**src/hw/rtl/icf_ram.sv**
```systemverilog
`timescale 1ns / 1ps
// generic simple dual port ram, one write port, one registered read port
// no dependencies

module icf_ram #(
  parameter int WIDTH = 8,
  parameter int DEPTH = 16
) (
  input  logic                                  clk,
  input  logic                                  we,
  input  logic [((DEPTH > 1) ? $clog2(DEPTH) : 1)-1:0] waddr,
  input  logic [WIDTH-1:0]                      wdata,
  input  logic [((DEPTH > 1) ? $clog2(DEPTH) : 1)-1:0] raddr,
  output logic [WIDTH-1:0]                      rdata
);

  logic [WIDTH-1:0] mem [DEPTH];

  always_ff @(posedge clk) begin
    if (we) begin
      mem[waddr] <= wdata;
    end
    rdata <= mem[raddr];
  end

endmodule

```
**config.mk**
```make
export PLATFORM = sky130hd
export DESIGN_NAME = icf_ram
export DESIGN_NICKNAME = d
export VERILOG_FILES = /design/src/hw/rtl/icf_ram.sv
export SDC_FILE = /design/constraint.sdc
export NUM_CORES = 1
export LEC_CHECK = 0
export ABC_AREA = 1
export ABC_CLOCK_PERIOD_IN_PS = 1400
export BUFFER_PORTS_ARGS = -buffer_cell sky130_fd_sc_hd__clkbuf_2
export CAP_MARGIN = 30
export CORE_ASPECT_RATIO = 0.7
export CORE_UTILIZATION = 40
export DETAILED_ROUTE_END_ITERATION = 7
export GPL_TIMING_DRIVEN = 0
export PLACE_DENSITY_LB_ADDON = 0.25
export SYNTH_ARGS = -nofsm -noshare
export SYNTH_HDL_FRONTEND = slang
export SYNTH_SLANG_ARGS = --single-unit
```
**constraint.sdc**
```tcl
create_clock -name clk -period 1.4 [get_ports clk]
set_clock_uncertainty 0.1 [all_clocks]
set_input_delay 0.21 -clock clk [delete_from_list [all_inputs] [get_ports clk]]
set_output_delay 0.21 -clock clk [all_outputs]
set_load 0.005 [all_outputs]
```
Word level (Yosys, flattened, before mapping)
Memories as Yosys holds them, arrays and structs flattened. A register that Yosys moved wholly into a read port is not among the register bits.
Index checks and enable logic that the tools add are counted.
Widths: inputs -> output; s select.
{ "totals": {"latchBits": 0, "output_inout_bits": 8, "wordCells": 3, "input_bits": 18, "ram_bits": 128, "regBits": 0, "n_memories": 1, "mem_bits_ro": 0} }
{ "op_classes": {"n_eq_ne": 0, "mux": 2, "reduce_logical": 0, "n_div": 0, "n_addsub": 0, "n_mul": 0, "order_cmp": 0, "bitwise": 0, "shift": 0} }
{ "memory_table": {"columns": ["name", "depth", "width", "rd", "rd_clocked_by_memory_dff", "write_ports", "line_no", "text"], "rows": [
  ["mem", 16, 8, 1, 1, 1, "17", "logic [WIDTH-1:0] mem [DEPTH];"]
]} }
{ "ops": {"columns": ["cell", "n"], "rows": [
  ["$mux 1", 2]
]} }

Longest topological paths before layout
{ "depth": {"depth_word": 2, "mapped_depth": 8, "mapped_depth_nobuf": 7} }

Least setup slack after synthesis
No wires, ideal clock.
{ "synth_path": {"path_kind": "input to register", "from": "input waddr[2] (netlist name)", "to": "memory mem[10][0] (enable)", "stages": 2, "required_ns": 0.930, "path_buffers": 0, "path_slack_ns": 0.139, "setup_time_ns": 0.370, "arrival_ns": 0.791, "cell_sequence": "nand3b_1 > nor2_1"} }
{ "synth_rtl": {"columns": ["element", "line_no", "text"], "rows": [
  ["from (decl)", "11", "input logic [((DEPTH > 1) ? $clog2(DEPTH) : 1)-1:0] waddr,"],
  ["to (decl)", "17", null]
]} }
No word-level cell before the write port.

Worst setup path after layout
{ "layout_path": {"from": "input waddr[2] (netlist name)", "to": "memory mem[10][2] (enable)"} }
No word-level cell before the write port.

==> summary.md <==
| Metric | Value |
|---|---|
| Status | `finished, final reports clean` |
| Core area | `14000 um^2` |
| Final setup violating endpoints | `0` |
| Post-CTS Setup Inserts | `0` |
| Reg2Reg Setup Slack | `~0.20 ns` |
| Relative slew slack | `between 40% and 50%` |
| Final Wtd Congestion | `0.866` |
| CP startpoint kind | `input port` |
| WP data arrival | `between 1 and 1.5 ns` |
| Final wirelength | `14400 um` |
| Worst Hold Launch | `raddr[2]` |
| Post-synthesis sequential area ratio | `slightly below 70%` |
| Clk Latency, worst-skew pair | `between 0.4 and 0.5 ns` |
| Final antenna-violating net count | `0` |
| CTS Buffer Depth | `2` |
| Cell area after synthesis | `just under 6000 um^2` |
| Worst r2r src | `mem[1][4]` |
| Avg Cell Area, Syn | `10.5 um^2` |
| Wirelength per Cell | `between 15 and 20 um` |
| Pre-Repair DR Iteration Count | `5` |
| Min-Delay Endpoint | `rdata[4]` |
| Inst Count DP | `approximately 760` |
| Yosys Warn Count | `0` |
| Gr usage total | `between 20% and 30%` |
| CTS tree | `built` |
| R2R Path End | `rdata[4]` |
| Antenna violations before repair | `0` |
| Post-layout minimum cycle time | `roughly 1.3 ns` |
| Clock sinks | `136` |
| Setup Crit Path Kind | `in -> reg` |
| Final hold vios | `0` |
| Routed via count | `slightly below 4000` |
| Yosys reg bits | `136` |
| Clock root cell | `clkbuf_16` |
| Final nets | `between 600 and 700` |
| Overall die area | `14900 um^2` |
| Power per cell area | `between 1000 and 1500 nW/um^2` |
| First-pass GRT wire length | `between 20000 and 25000 um` |
| Worst-path clk slew | `0.06 ns` |
| Hold-fix buffers, CTS | `0` |
| Post-DR vias/cell | `4.92` |
| Dpl cell area | `6110 um^2` |
| Pleak | `0.00292 uW` |
| Worst slew pin tran | `approximately 0.85 ns` |
| Die height | `between 100 and 150 um` |
| Post-CTS sizing | `0` |
| Fin area | `approximately 6800 um^2` |
| Hpwl dp | `around 10000 um` |
| Io pins | `26` |
| Drt first-iter violations | `369` |
| Final Non-Filler Cells | `796` |
| RSZ-0062 raised after global routing | `true` |
| PortBufs | `22` |
| Clock buffer count from CTS | `17` |
| Standard-cell rows | `36` |
| Antenna diodes | `0` |
| CP bufs+invs | `1` |
| Global route overflow | `0` |
| Critical path startpoint | `waddr[2]` |
| Vias in the first global route | `approximately 3800` |
| Layout area overhead | `17.3%` |
| Critical path peak fanout | `8` |
| Layout cells sized above 1 | `between 10% and 20%` |
| Largest net degree at the start of global routing | `17` |
| Filler Cells Inserted | `between 1000 and 1500` |
| Die Wd | `between 100 and 150 um` |
| Worst vdd ir | `~0.00085 V` |
| Syn nets | `between 500 and 600` |
| Period Utilization, post-route | `a little over nine tenths` |
| Max Cap Viol | `0` |
| Crit path cell chain | `clkbuf_2 -> nand3b_1 -> nor2_1` |
| CP max stage delay | `between 0.6 and 0.7 ns` |
| Fmax | `about 0.75 GHz` |
| R2R depth | `6` |
| Hold path cells | `4` |
| Crit path max-delay family | `simple AND/OR/NAND/NOR gates` |
| Critical path's slowest cell | `nor2_1` |
| Worst Hold Class | `in -> reg` |
| H-Tree Depth | `4` |
| Final max-slew violation count | `0` |
| CP required | `1.35 ns` |
| Initial core utilization | `41.2%` |
| DRC | `0` |
| Mapped Cells | `approximately 550` |
| Setup crit end kind | `flip-flop` |
| Distinct cells, synth | `12` |
## cells in the mapped netlist
library cell | number | share of area (%)
nor2_1 | 17 | 1.1
buf_1 | 1 | 0.065
inv_2 | 2 | 0.13
nand2_1 | 173 | 11
nand3b_1 | 2 | 0.26
nand3_1 | 97 | 8.4
edfxtp_1 | 128 | 67
inv_1 | 100 | 6.5
dfxtp_1 | 8 | 2.8
buf_2 | 13 | 1.1
buf_4 | 4 | 0.52
buf_6 | 6 | 1.2
## report_power, final
group / internal, uW / total [uW] / leakage (uW) / switching [uW]
combinational: 175 / 607 / 0.00140 / 433
sequential: 4550 / 4580 / 0.00122 / 23.6
clock: 3140 / 4820 / 0.000305 / 1680
## flip-flops by register name, indices dropped and copies added (netlist names)
name / cells
mem: 128
rdata: 8
## cells by family (layout without fill, tap and decap cells)
| logic type | after synthesis | count (layout) | share of synthesized area (%) |
|---|---|---|---|
| simple gates | 289 | 289 | 21.0 |
| buf+inv | 126 | 181 | 9.52 |
| flops | 136 | 136 | 69.4 |
## cells in the final DEF, fill, tap and decap left out
cell type / count
buf_1: 1
buf_2: 13
buf_4: 5
buf_6: 6
bufinv_16: 5
clkbuf_1: 1
clkbuf_16: 17
clkbuf_2: 22
clkinv_1: 2
clkinv_2: 3
clkinv_4: 2
clkinvlp_4: 2
dfxtp_1: 8
edfxtp_1: 128
inv_1: 100
inv_2: 2
nand2_1: 173
nand3_1: 97
nand3b_1: 2
nor2_1: 13
nor2_2: 4
## worst reg2reg max path, delay by kind of cell (launching register included)
| family | cells | cell delay (ns) |
|---|---|---|
| flip-flops | 1 | 0.37 |
| AND/OR/NAND/NOR | 5 | 0.57 |
| buffers and inverters | 1 | 0.06 |
## how the worst max path moves through the flow
stage,endpoint,cells past startpoint
3_3_place_gp,mem[12][0],3
3_5_place_dp,mem[12][0],3
6_report,mem[10][2],3
4_1_cts,mem[12][3],3
5_1_grt,mem[13][4],4
2_1_floorplan,mem[10][0],2
## metal layers
metal	GRT usage (%)	vias up	share of wire [%]
met4	7.37	0	1.6
met2	30.3	135	41
met3	6.03	24	8.9
met5	0	-	0
li1	-	1859	-
met1	30.9	1901	48
## area by class of cell
class                           count  area, um^2  share of cell area [%]
Buffer                             24         166                    2.46
Clock buffer                       18         429                    6.34
Clock inverter                     14         205                    3.03
Inverter                          102         383                    5.66
Multi-Input combinational cell    289        1220                    18.1
Sequential cell                   136        4000                    59.2
Tap cell                          190         238                    3.51
Timing Repair Buffer               23         118                    1.74
## stage by stage
step | power [uW] | TNS [ns] | worst slack (ns) | hold WS, ns | utilization, %
global placement | 5240 | -30.40 | -0.359 | 0.483 | 43.6
finish | 10000 | 0 | 0.0597 | 0.0938 | 48.3
CTS | 10000 | 0 | 0.00701 | 0.0885 | 48.2
global route | 10300 | -0.117 | -0.0105 | 0.133 | 48.3
detailed placement | 5250 | -37.33 | -0.422 | 0.483 | 43.6
floorplan | 4980 | 0 | 0.139 | 0.209 | -
(Power assumes the default switching activity.)
