[src/hw/rtl/icf_pkg.sv]
`timescale 1ns / 1ps
// shared types and constants of the image convolution filter
// no dependencies

package icf_pkg;

  localparam int PIX_W      = 8;
  localparam int COEF_W     = 16;
  localparam int CIDX_W     = 8;
  localparam int RES_W      = 24;
  localparam int POS_W      = 10;
  localparam int TAG_W      = 5;
  localparam int CFG_ADDR_W = 4;
  localparam int CFG_DATA_W = 32;
  localparam int MAX_RESULTS = 8;
  localparam int CNT_W      = 4;

  localparam logic [RES_W-1:0] SAT_POS     = 24'h7FFFFF;
  localparam logic [RES_W-1:0] SAT_NEG     = 24'h800000;
  localparam logic [RES_W:0]   SAT_NEG_MAG = 25'h0800000;
  localparam logic [RES_W:0]   SAT_POS_MAG = 25'h07FFFFF;

  typedef enum logic [1:0] {
    MODE_COEF  = 2'd0,
    MODE_PIXEL = 2'd1,
    MODE_FLUSH = 2'd2
  } mode_t;

  typedef enum logic [1:0] {
    CFG_KERNEL_SIZE  = 2'd0,
    CFG_IMAGE_WIDTH  = 2'd1,
    CFG_IMAGE_HEIGHT = 2'd2
  } cfg_reg_t;

  typedef enum logic [2:0] {
    ST_IDLE,
    ST_CHECK,
    ST_TAPS,
    ST_DRAIN,
    ST_ROUND
  } state_t;

  // one window tap travelling along the cell chain
  typedef struct packed {
    logic                     valid;
    logic [TAG_W-1:0]         row;
    logic [PIX_W-1:0]         pix;
    logic signed [COEF_W-1:0] coef;
  } tap_t;

endpackage

[src/hw/rtl/icf_cell.sv]
`timescale 1ns / 1ps
// one cell of the accumulation chain: owns one kernel row
// depends on icf_pkg

module icf_cell #(
  parameter int CELL_ID = 0,
  parameter int ACC_W   = 34
) (
  input  logic                    clk,
  input  logic                    rst,
  input  logic                    clear,
  input  icf_pkg::tap_t           tap_in,
  input  logic signed [ACC_W-1:0] sum_in,
  output icf_pkg::tap_t           tap_out,
  output logic signed [ACC_W-1:0] sum_out
);
  import icf_pkg::*;

  logic signed [PIX_W+COEF_W:0] product;
  logic signed [ACC_W-1:0]      acc;
  logic                         mine;

  assign mine    = tap_in.valid && (tap_in.row == TAG_W'(CELL_ID));
  assign product = $signed({1'b0, tap_in.pix}) * tap_in.coef;

  // tap moves on to the neighbor every cycle
  always_ff @(posedge clk) begin
    if (rst) begin
      tap_out.valid <= 1'b0;
    end else begin
      tap_out.valid <= tap_in.valid;
    end
    tap_out.row  <= tap_in.row;
    tap_out.pix  <= tap_in.pix;
    tap_out.coef <= tap_in.coef;
  end

  always_ff @(posedge clk) begin
    if (clear) begin
      acc <= '0;
    end else if (mine) begin
      acc <= acc + ACC_W'(product);
    end
    sum_out <= sum_in + acc;
  end

endmodule

[config.mk]
export PLATFORM = sky130hd
export DESIGN_NAME = icf_cell
export DESIGN_NICKNAME = d
export VERILOG_FILES = /design/src/hw/rtl/icf_pkg.sv /design/src/hw/rtl/icf_cell.sv
export SDC_FILE = /design/constraint.sdc
export NUM_CORES = 1
export LEC_CHECK = 0
export BUFFER_PORTS_ARGS = -buffer_cell sky130_fd_sc_hd__buf_2
export CAP_MARGIN = 10
export CORE_MARGIN = 4
export CORE_UTILIZATION = 60
export CTS_BUF_LIST = sky130_fd_sc_hd__clkbuf_2 sky130_fd_sc_hd__clkbuf_4 sky130_fd_sc_hd__clkbuf_8
export DETAILED_ROUTE_END_ITERATION = 8
export HOLD_SLACK_MARGIN = 0.1
export PLACE_DENSITY = 0.82
export SETUP_SLACK_MARGIN = 0.5
export SYNTH_ARGS = -nofsm -noshare
export SYNTH_HDL_FRONTEND = slang
export SYNTH_SLANG_ARGS = --single-unit
[constraint.sdc]
create_clock -name clk -period 8.6 [get_ports clk]
set_input_delay 0.86 -clock clk [delete_from_list [all_inputs] [get_ports clk]]
set_output_delay 0.86 -clock clk [all_outputs]
set_load 0.005 [all_outputs]
Word level (Yosys, flattened, before mapping). Index checks and enable logic that the tools add are counted.

Input bits: 67. Flip-flop bits (word level): 98. Logic and storage cells: 11. Output and inout port bits: 64.

Reductions and logical operators: 2. Multiply operators: 1. Add/subtract/negate cells: 2.

Operators with widths (count): $add A34 B25 Y34 (1); $add A34 B34 Y34 (1); $mul A9 B16 Y25 (1); $logic_not A5 Y1 (1); $logic_and A1 B1 Y1 (1).

Longest topological paths before layout.
Word-level depth: 2. Gate-level depth with buffers: 23.

Least setup slack after synthesis. OpenSTA, ideal clock, no wires.

Path kind: input port to flip-flop. Start point: input port tap_in[15] (netlist bit). End point: register acc[33]. Setup time: 70 ps. Data arrival time: 6133 ps. Stages: 19. Path slack: 2397 ps. Path through: clkbuf_1 > nand2_1 > fa_1 > inv_1 > fa_1 > fa_1 > inv_1 > fa_1 > inv_1 > fa_1 > ha_1 > clkbuf_1 > nand4_1 > or3_1 > nor3_1 > a21oi_1 > xnor2_1 > or3_1 > a21oi_1.

Word-level cells in the longest chain between the ends: 2.

RTL lines: start: declaration (line icf_cell.sv:12) `input icf_pkg::tap_t tap_in,`; $mul A9 B16 Y25 (line icf_cell.sv:24) `assign product = $signed({1'b0, tap_in.pix}) * tap_in.coef;`; $add A34 B25 Y34 (line icf_cell.sv:42) `acc <= acc + ACC_W'(product);`; end signal: assignment (line icf_cell.sv:42); end: declaration (line icf_cell.sv:20) `logic signed [ACC_W-1:0] acc;`.

No other way between the ends. A chain may end at the register's enable or synchronous reset.

Final worst setup path.
Start point: input port tap_in[16] (netlist bit). End point: register acc[33].

Same word-level chain as after synthesis.

==> impl_results.md <==
- Post-route setup slack: 2.18 ns
- Post-Route Utilization: 0.680
- Worst Path Max Fanout: 17
- EDFF count, synth: 0
- Synth cell types: 67
- Cell Pwr Density: 316 nW/um^2
- Syn-to-layout area delta: 9.61%
- DR top layer: met4
- Effective utilization at floorplan: 0.620
- Fin. Hold Viols: 0
- Residual DRC: 0
- Worst Skew: 0.0149 ns
- WS Path Type: in -> reg
- Register area share after synthesis: 0.189
- Met3 WL: 1050 um
- Die width: 140 um
- Lkg Pwr: 5.79 nW
- Final setup TNS: 0 ns
- Final instance area: 11400 um^2
- FF-to-FF path depth: 12
- Final min period: 6.42 ns
- DR pass1 iterations: 5
- Largest net degree at the start of global routing: 22
- CORE AREA: 16800 um^2
- Ys Warns: 0
- CTS tree: built
- Avg Inst Size Synth: 8.91 um^2
- Hold_buf cts: 0
- CP Launch Type: primary input
- Worst Tran Pin Value: 1.16 ns
- Layout cells sized above 1: 0.131
- Final GP Congestion: 0.936
- Setup crit end kind: flip-flop
- Max cap viols: 0
- WL final: 23600 um
- Period utilization: 0.747
- Cts bufs inserted: 9
- Total nets after synthesis: 1469
- GRT Total Usage: 0.246
- Vias in the first global route: 8585
- Setup repair bufs after CTS: 0
- Initial DRC count: 492
- Peak Freq: 0.156 GHz
- Hold Path Stages: 2
- DR vias/cell: 5.60
- Final net count: 1575
- Most frequent cells in the layout: inv_1 (195), nand2_1 (144), fa_1 (135), buf_2 (130), ha_1 (100)
- WL met1: 9310 um
- Critical path required time: 8.93 ns
- Slew headroom: 0.221
- CTS resizes: 0
- Post-DRT Antenna Nets: 0
- Vias: 8387
- Die area: 19500 um^2
- CP arrival: 6.75 ns
- Async set-reset flop share out of synthesis: 0
- Clock Path Buffers: 2
- Reg clk slew, reported paths: 0.11 ns
- DR WL met2: 12400 um
- FF+latch count, synth: 98
- Root buf cell: clkbuf_8
- Worst slack, placed: 1.86 ns
- H-tree Lvls: 3
- Total global routing overflow: 0
- Top cells by area, synth: fa_1 (26%), dfxtp_1 (19%), ha_1 (12%)
- Outcome: complete, no violations
- Port bufs: 130
- Clock Sinks: 98
- Top_reg_cell synth: dfxtp_1
- Post-synth top area share: 0.260
- Slew Viols, Final: 0
- Syn Std Cell Area: 10400 um^2
- Antenna diodes: 0
- Max rail drop VDD: 0.350 mV
- Top cell type by total area after synthesis: fa_1
- Worst hold path type: reg -> reg
- First-pass GRT wire length: 39500 um
- Worst skew pair latency: 0.39 ns
- Antenna violations before repair: 0
- Placed cells: 1482
- Finished Layout Cells: 1498
- Syn Inst Count: 1167
- # IOs: 131
- Detail Placement HPWL: 19600 um
- RSZ-0062 raised after global routing: false
- Routed length per placed instance: 15.7 um
- Placed Area: 11200 um^2
- Most common cell after layout, fill and taps aside: inv_1
- Die height: 140 um
- Rows: 47
- Finish-stage setup viols: 0
-- critical path: stages --
cell and delay [ns]:
buf_2 0.27, nand2_1 0.19, fa_1 0.74, inv_1 0.11, fa_1 0.59, fa_1 0.61
inv_1 0.06, fa_1 0.44, inv_1 0.31, fa_1 0.49, ha_1 0.40, a21oi_2 0.26
o21ai_0 0.21, a221oi_1 0.35, o21ai_0 0.13, a21oi_1 0.17, xnor2_1 0.10, or3_1 0.30
a21oi_1 0.15
-- final timing paths --
path	start	end	slack, ns
hold reg to reg	acc[7]	acc[7]	0.49
setup / recovery	tap_in[16]	acc[33]	2.18
hold / removal	acc[7]	acc[7]	0.49
setup reg to reg	acc[5]	acc[27]	5.22
-- cells in the mapped netlist (3+ instances only) --
| master | count |
|---|---|
| and2_1 | 58 |
| o21ai_2 | 3 |
| nand4_1 | 18 |
| a31oi_1 | 10 |
| o211ai_1 | 3 |
| a22o_1 | 15 |
| o31ai_1 | 5 |
| o31a_1 | 3 |
| nor2b_1 | 6 |
| a21oi_1 | 82 |
| o21ai_0 | 35 |
| o221ai_1 | 3 |
| nand3_1 | 16 |
| nand2b_1 | 8 |
| xnor2_1 | 44 |
| buf_2 | 12 |
| inv_1 | 195 |
| fa_1 | 135 |
| nor2_1 | 36 |
| nand2_1 | 144 |
| clkbuf_1 | 23 |
| a21oi_2 | 3 |
| xor2_1 | 19 |
| a21o_1 | 24 |
| o21bai_1 | 4 |
| a211oi_1 | 5 |
| dfxtp_1 | 98 |
| o21a_1 | 6 |
| nor3_1 | 11 |
| ha_1 | 100 |
-- power by group --
| group | internal [mW] | switching [mW] |
|---|---|---|
| sequential | 0.490 | 0.0150 |
| combinational | 1.09 | 1.67 |
| clock | 0.155 | 0.180 |
| total | 1.73 | 1.87 |
-- logic make-up after synthesis --
| group | count (synthesis) | synth area share |
|---|---|---|
| AOI/OAI and AO/OA | 228 | 0.149 |
| xor gates and xnor gates | 63 | 0.0531 |
| adders and majority gates | 235 | 0.380 |
| buffers and inverters | 230 | 0.0845 |
| DFF | 98 | 0.189 |
| muxes | 2 | 0.00241 |
| and+or+nand+nor | 311 | 0.142 |
-- layout make-up --
cell class                      count  area [um^2]
Tap cell                          220          275
Clock inverter                      5         67.6
Multi-Input combinational cell    839         7550
Timing Repair Buffer              130          651
Inverter                          195          732
Fill cell                        1382         5370
Clock buffer                       11          151
Sequential cell                    98         1960
-- registers in the layout, summed over array words and instances, names as in the netlist --
| signal | count |
|---|---|
| acc | 34 |
| sum_out | 34 |
| tap_out | 30 |
-- metrics by stage --
| step | hold slack, ns | total power, mW |
|---|---|---|
| final | 0.489 | 3.60 |
| after global routing | 0.513 | 3.98 |
| after CTS | 0.484 | 3.61 |
| after detailed placement | 0.469 | 3.26 |
| after global placement | 0.461 | 3.21 |
| after floorplan | 0.449 | 2.67 |
-- layer usage --
metal	track usage	vias to the layer above
met5	0	-
met4	0.116	0
met3	0.0305	66
met2	0.442	257
met1	0.292	4062
li1	-	4002
Note: power is estimated with default switching activity, not from simulation.
